**config.mk**
```make
export PLATFORM = sky130hd
export DESIGN_NAME = indexed_deque_store
export DESIGN_NICKNAME = d
export VERILOG_FILES = /design/src/rtl/idq_pkg.sv /design/src/rtl/idq_cell.sv /design/src/rtl/indexed_deque_store.sv
export SDC_FILE = /design/constraint.sdc
export NUM_CORES = 1
export LEC_CHECK = 0
export BUFFER_PORTS_ARGS = -buffer_cell sky130_fd_sc_hd__buf_2
export CAP_MARGIN = 20
export CORE_MARGIN = 2
export CORE_UTILIZATION = 25
export CTS_BUF_LIST = sky130_fd_sc_hd__clkbuf_16
export DETAILED_ROUTE_END_ITERATION = 7
export SLEW_MARGIN = 25
export SYNTH_ARGS = -nofsm -noshare
export SYNTH_HDL_FRONTEND = slang
export SYNTH_SLANG_ARGS = --single-unit
```
**constraint.sdc**
```tcl
create_clock -name clk -period 6.3 [get_ports clk]
set_clock_uncertainty 0.05 [all_clocks]
set_input_delay 0 -clock clk [delete_from_list [all_inputs] [get_ports clk]]
set_output_delay 0 -clock clk [all_outputs]
set_load 0.01 [all_outputs]
```
**src/rtl/idq_pkg.sv**
```systemverilog
package idq_pkg;

    localparam int DEPTH_DEF = 16;
    localparam int DATA_W    = 32;
    localparam int MODE_W    = 3;
    localparam int STATUS_W  = 2;

    typedef enum logic [MODE_W-1:0] {
        MODE_APPEND_TAIL = 3'd0,
        MODE_INSERT_HEAD = 3'd1,
        MODE_TAKE_HEAD   = 3'd2,
        MODE_TAKE_TAIL   = 3'd3,
        MODE_REMOVE_AT   = 3'd4
    } mode_t;

    typedef enum logic [STATUS_W-1:0] {
        ST_DONE  = 2'd0,
        ST_EMPTY = 2'd1,
        ST_FULL  = 2'd2
    } status_t;

    typedef struct packed {
        logic ins_tail;
        logic ins_head;
        logic del;
    } cell_cmd_t;

endpackage

```
**src/rtl/idq_cell.sv**
```systemverilog
module idq_cell
    import idq_pkg::*;
#(
    parameter int IDX = 0,
    parameter int CW  = 5,
    parameter int PW  = 4
)
(
    input  logic                     clk,
    input  cell_cmd_t                cmd,
    input  logic [CW-1:0]            fill,
    input  logic [PW-1:0]            rm_pos,
    input  logic signed [DATA_W-1:0] value,
    input  logic signed [DATA_W-1:0] prev_data,
    input  logic signed [DATA_W-1:0] next_data,
    output logic signed [DATA_W-1:0] data,
    output logic signed [DATA_W-1:0] tap
);

    localparam logic [CW-1:0] IDX_C = CW'(IDX);
    localparam logic [PW-1:0] IDX_P = PW'(IDX);

    logic signed [DATA_W-1:0] data_reg;
    logic signed [DATA_W-1:0] data_next;

    always_comb
    begin
        data_next = data_reg;
        if (cmd.ins_tail && IDX_C == fill)
        begin
            data_next = value;
        end
        else if (cmd.ins_head)
        begin
            if (IDX == 0)
            begin
                data_next = value;
            end
            else if (IDX_C <= fill)
            begin
                data_next = prev_data;
            end
        end
        else if (cmd.del && IDX_P >= rm_pos)
        begin
            data_next = next_data;
        end
    end

    always_ff @(posedge clk)
    begin
        data_reg <= data_next;
    end

    assign data = data_reg;
    assign tap  = (cmd.del && IDX_P == rm_pos) ? data_reg : '0;

endmodule

```
**src/rtl/indexed_deque_store.sv**
```systemverilog
// channel   | handshake              | fields
// request   | start high, busy low   | mode, value, position
// result    | done high, one cycle   | status, taken_value, occupancy
// one item per cycle: every operation updates the whole row of cells at once
// the result appears on the cycle after the request is taken
// busy never rises, so a request can be taken on every cycle
// reset clears the count and the result strobe; cell contents are not reset
// the receiver cannot stall; each result is shown for exactly one cycle
module indexed_deque_store
    import idq_pkg::*;
#(
    parameter int DEPTH = DEPTH_DEF
)
(
    input  logic                          clk,
    input  logic                          rst_n,
    input  logic                          start,
    output logic                          busy,
    input  logic [MODE_W-1:0]             mode,
    input  logic signed [DATA_W-1:0]      value,
    input  logic [$clog2(DEPTH)-1:0]      position,
    output logic                          done,
    output logic [STATUS_W-1:0]           status,
    output logic signed [DATA_W-1:0]      taken_value,
    output logic [$clog2(DEPTH+1)-1:0]    occupancy
);

    localparam int CW = $clog2(DEPTH + 1);
    localparam int PW = $clog2(DEPTH);
    localparam logic [CW-1:0] FULL_C = CW'(DEPTH);

    logic [CW-1:0]            fill_reg;
    logic [CW-1:0]            fill_next;
    logic                     done_reg;
    status_t                  status_reg;
    status_t                  status_next;
    logic signed [DATA_W-1:0] taken_reg;
    logic signed [DATA_W-1:0] taken_next;

    cell_cmd_t                cmd;
    logic [PW-1:0]            rm_pos;
    logic                     accept;
    logic                     is_full;
    logic                     is_empty;
    logic signed [DATA_W-1:0] cell_data [DEPTH];
    logic signed [DATA_W-1:0] cell_tap  [DEPTH];
    logic signed [DATA_W-1:0] tap_or;

    assign accept   = start && !busy;
    assign busy     = 1'b0;
    assign is_full  = (fill_reg == FULL_C);
    assign is_empty = (fill_reg == '0);

    always_comb
    begin
        cmd         = '0;
        rm_pos      = '0;
        fill_next   = fill_reg;
        status_next = ST_DONE;
        case (mode_t'(mode))
            MODE_APPEND_TAIL:
            begin
                if (is_full)
                begin
                    status_next = ST_FULL;
                end
                else
                begin
                    cmd.ins_tail = accept;
                    fill_next    = fill_reg + 1'b1;
                end
            end
            MODE_INSERT_HEAD:
            begin
                if (is_full)
                begin
                    status_next = ST_FULL;
                end
                else
                begin
                    cmd.ins_head = accept;
                    fill_next    = fill_reg + 1'b1;
                end
            end
            MODE_TAKE_HEAD:
            begin
                if (is_empty)
                begin
                    status_next = ST_EMPTY;
                end
                else
                begin
                    cmd.del   = accept;
                    fill_next = fill_reg - 1'b1;
                end
            end
            MODE_TAKE_TAIL:
            begin
                rm_pos = PW'(fill_reg - 1'b1);
                if (is_empty)
                begin
                    status_next = ST_EMPTY;
                end
                else
                begin
                    cmd.del   = accept;
                    fill_next = fill_reg - 1'b1;
                end
            end
            MODE_REMOVE_AT:
            begin
                rm_pos = position;
                if (CW'(position) >= fill_reg)
                begin
                    status_next = ST_EMPTY;
                end
                else
                begin
                    cmd.del   = accept;
                    fill_next = fill_reg - 1'b1;
                end
            end
            default:
            begin
                cmd = '0;
            end
        endcase
    end

    for (genvar k = 0; k < DEPTH; k++)
    begin : g_cell
        logic signed [DATA_W-1:0] prev_d;
        logic signed [DATA_W-1:0] next_d;

        if (k == 0)
        begin : g_first
            assign prev_d = value;
        end
        else
        begin : g_mid
            assign prev_d = cell_data[k-1];
        end

        if (k == DEPTH - 1)
        begin : g_last
            assign next_d = cell_data[k];
        end
        else
        begin : g_inner
            assign next_d = cell_data[k+1];
        end

        idq_cell #(
            .IDX (k),
            .CW  (CW),
            .PW  (PW)
        ) u_cell (
            .clk       (clk),
            .cmd       (cmd),
            .fill      (fill_reg),
            .rm_pos    (rm_pos),
            .value     (value),
            .prev_data (prev_d),
            .next_data (next_d),
            .data      (cell_data[k]),
            .tap       (cell_tap[k])
        );
    end

    always_comb
    begin
        tap_or = '0;
        for (int k = 0; k < DEPTH; k++)
        begin
            tap_or = tap_or | cell_tap[k];
        end
        taken_next = tap_or;
    end

    always_ff @(posedge clk or negedge rst_n)
    begin
        if (!rst_n)
        begin
            fill_reg <= '0;
            done_reg <= 1'b0;
        end
        else
        begin
            done_reg <= accept;
            if (accept)
            begin
                fill_reg <= fill_next;
            end
        end
    end

    always_ff @(posedge clk)
    begin
        if (accept)
        begin
            status_reg <= status_next;
            taken_reg  <= taken_next;
        end
    end

    assign done        = done_reg;
    assign status      = status_reg;
    assign taken_value = taken_reg;
    assign occupancy   = fill_reg;

    a_fill_bound: assert property (@(posedge clk) disable iff (!rst_n)
        fill_reg <= FULL_C)
        else $error("count above depth");

    a_done_follows: assert property (@(posedge clk) disable iff (!rst_n)
        accept |=> done)
        else $error("result strobe missing");

    a_full_occ: assert property (@(posedge clk) disable iff (!rst_n)
        (done && status == ST_FULL) |-> (occupancy == FULL_C && taken_value == '0))
        else $error("full refusal with wrong count or value");

    a_empty_keep: assert property (@(posedge clk) disable iff (!rst_n)
        (accept && status_next == ST_EMPTY) |=> (fill_reg == $past(fill_reg)))
        else $error("refused take changed the count");

    a_step_one: assert property (@(posedge clk) disable iff (!rst_n)
        !accept |=> $stable(fill_reg))
        else $error("count moved without a request");

endmodule
```
==> run summary <==
GLOBAL ROUTING
---------------------------------------------------------------------------------
Via count of the first global-routing pass                                  24200
Sum of overflow across all layers after global routing                          0
First-pass GRT wire length                                              170000 um
Initial antenna violation count                                                 9
Largest net degree at the start of global routing                             118
GRT Overall Usage                                                           0.178

PWR
---------------------------------------------------------------------------------
Maximum vdd ir drop                                                    0.000213 V
Power per cell area                                                    313 nW/um2
Static Leak                                                               11.4 nW
Total Power                                                              0.0113 W

SYNTHESIS
---------------------------------------------------------------------------------
Top cell type's share of synthesized area                                   0.523
Yosys warnings                                                                  0
Mean instance size in the synthesized netlist                            10.3 um2
Commonest cells post-synth                                           658 x sky130_fd_sc_hd__nand2_1, 546 x sky130_fd_sc_hd__edfxtp_1, 419 x sky130_fd_sc_hd__o21ai_0, 418 x sky130_fd_sc_hd__mux2i_1, 211 x sky130_fd_sc_hd__clkbuf_1
Synthesized netlist net count                                                3089
Leading cell types by total area after synthesis                     sky130_fd_sc_hd__edfxtp_1 52%, sky130_fd_sc_hd__mux2i_1 13%, sky130_fd_sc_hd__nand2_1 7.9%, sky130_fd_sc_hd__o21ai_0 6.7%, sky130_fd_sc_hd__mux2_2 3.6%
Post-synthesis cell count                                                    3038
Post-synth cell types                                                          58
Number of storage elements in the synthesis netlist                           552
Predominant post-synthesis flop cell                                 sky130_fd_sc_hd__edfxtp_1
Synth Cell Area                                                         31400 um2
Share of the yosys chip area belonging to registers                         0.527
Leading cell type by number of instances after synthesis             sky130_fd_sc_hd__nand2_1
Number of enable-type register cells in the synthesized netlist               546
Share of flip-flops with an asynchronous set or reset                      0.0109
Cell taking the most area after synthesis                            sky130_fd_sc_hd__edfxtp_1

JOB
---------------------------------------------------------------------------------
Max-capacitance violation count                                                 0

LAYOUT
---------------------------------------------------------------------------------
# fillers                                                                   12600
Nets                                                                         3071
Max FFs per register                                                          512
Post-route cell area                                                    36200 um2
Fraction of layout instances using a drive strength above 1                 0.131
Syn-to-layout area delta                                                    15.5%
End-of-flow core utilization                                                0.292

WORST SETUP PATH
---------------------------------------------------------------------------------
Critical Path RT                                                          6.58 ns
Critical Path AT                                                          4.98 ns
CP endpoint kind                                                        flip-flop
Critical Path Source Type                                               flip-flop
R2R setup slack                                                           1.60 ns
Top fanout value on the critical path                                          42
Path depth of the worst reg2reg path                                            9
Worst setup path class                                               flip-flop to flip-flop

ROUTING
---------------------------------------------------------------------------------
DRT Pass-1 Iters                                                                7
Detailed-route wire length per cell                                       25.0 um
Remaining antenna violation count                                               0
Detailed-route wire length                                              118000 um
Vias post-DR                                                                25600
Post-detailed-route via-to-cell ratio                                        5.43
Violation count after the first detailed-routing iteration                   3721
Number of design rule violations left after detail routing                      0

TIMING
---------------------------------------------------------------------------------
Setup tns final                                                              0 ns
Final worst path period need                                              4.70 ns
Unrepaired setup endpoints after global routing                                no
Tightest slew margin relative to the limit                                  0.222
Final hold violation count                                                      0
Hold slack final                                                        0.0467 ns
Finish-stage setup viols                                                        0
Pins over their slew limit                                                      0
Period utilization                                                          0.745
Tightest Pin Transition                                                   1.17 ns
Timing-limited maximum frequency                                          213 MHz

CLOCK TREE
---------------------------------------------------------------------------------
Cts bufs inserted                                                              66
Post-cts sizing count                                                           0
Sinks on the clock net                                                        552
Insertion delay to the later sink of the worst-skew pair                  0.62 ns
Post-CTS repair timing setup buffer count                                       0
Root buffer cell                                                     sky130_fd_sc_hd__clkbuf_16
Clock slew seen by the registers of the worst setup and hold paths        0.06 ns
Clock tree from TritonCTS                                                    done
CTS HTree Levels                                                                3
Clock Path Buffers                                                              3

PLACEMENT
---------------------------------------------------------------------------------
Standard cell area after detailed placement                             33700 um2
Gp weighted congestion                                                      0.859
Half-perimeter wire length after detailed placement                      69100 um
Number of port buffers                                                         81

FLOORPLAN
---------------------------------------------------------------------------------
Overall die height                                                         358 um
Total die area                                                         128000 um2
Starting utilization of the core area                                       0.253
Die width                                                                  358 um
Number of I/O pins                                                             83
Core box area                                                          124000 um2
Cell row count                                                                129

HOLD PATH
---------------------------------------------------------------------------------
Worst hold path depth                                                           6
Path type of the worst min-delay path                                input port to flip-flop

RUN STATUS
---------------------------------------------------------------------------------
Status                                                               finished, final reports clean

kinds of logic after synthesis:
group / count (synthesis) / share of synthesized area
AOI/OAI and AO/OA: 802 / 0.152
xor gates and xnor gates: 6 / 0.00168
adders and majority gates: 9 / 0.00359
buffers and inverters: 286 / 0.0362
DFF: 552 / 0.527
muxes: 519 / 0.170
other: 1 / 0.000120
and+or+nand+nor: 863 / 0.110
critical path, stage by stage, from the launching register on:
cell                        delay (ns)
sky130_fd_sc_hd__dfrtp_1          0.59
sky130_fd_sc_hd__inv_1            0.26
sky130_fd_sc_hd__ha_1             0.32
sky130_fd_sc_hd__nand4bb_1        0.15
sky130_fd_sc_hd__nand2_1          0.16
sky130_fd_sc_hd__nor4_4           0.59
sky130_fd_sc_hd__nand3_1          0.57
sky130_fd_sc_hd__nor2_4           0.82
sky130_fd_sc_hd__buf_4            0.66
sky130_fd_sc_hd__o21ai_0          0.22
cell type report:
cell class,count,area (um2),share of cell area
flip-flops and latches,552,16500,0.457
clock buffers,69,1730,0.0476
diodes,2,5.00,0.000138
repair buffers,194,1460,0.0404
multi-input cells,2200,14100,0.388
clock inverters,50,375,0.0104
inverters,6,22.5,0.000621
well taps,1637,2050,0.0565
cell usage in the layout, fill, tap and decap left out, drive strengths merged, types with 30 or more instances in the layout:
| cell type | instances |
|---|---|
| a21oi | 95 |
| a22oi | 68 |
| a31oi | 73 |
| buf | 156 |
| clkbuf | 69 |
| dlygate4sd3 | 38 |
| edfxtp | 546 |
| mux2 | 101 |
| mux2i | 418 |
| nand2 | 658 |
| nor2 | 130 |
| nor3 | 30 |
| o21ai | 429 |
stage by stage:
stage          worst slack [ns]  instances
2_1_floorplan              1.20       3038
3_3_place_gp               1.96       4549
3_5_place_dp               1.76       4550
4_1_cts                    1.75       4707
5_1_grt                    1.42       4710
6_report                   1.60       4710
per-layer routing:
metal  GRT usage  wire length (um)  vias up
met4      0.0623              4020       10
met5           0                71        -
met2       0.266             50800     1594
met1       0.252             49200    12500
li1            -                 -    11200
met3      0.0375             13700      255
final timing paths:
path / start / to
setup / recovery: occupancy[0] / g_cell[8].u_cell.data[0]
hold reg to reg: g_cell[0].u_cell.data[18] / taken_value[18]
max in group asynchronous: rst_n / occupancy[2]
hold / removal: mode[1] / occupancy[2]
setup reg to reg: occupancy[0] / g_cell[8].u_cell.data[0]
min in group asynchronous: rst_n / done
power breakdown:
part | switching [W] | internal [W] | leakage, nW | total, W
registers | 0.000473 | 0.00476 | 5.16 | 0.00523
clock network | 0.00161 | 0.00222 | 1.09 | 0.00383
logic | 0.00152 | 0.000758 | 5.13 | 0.00228
total | 0.00360 | 0.00774 | 11.4 | 0.0113
what timing repair did:
item	4_1_cts	5_1_grt
endpoints found under the hold margin	525	0
setup endpoints to repair	0	0
hold buffers	38	0
Power figures use the tool's default switching activity.
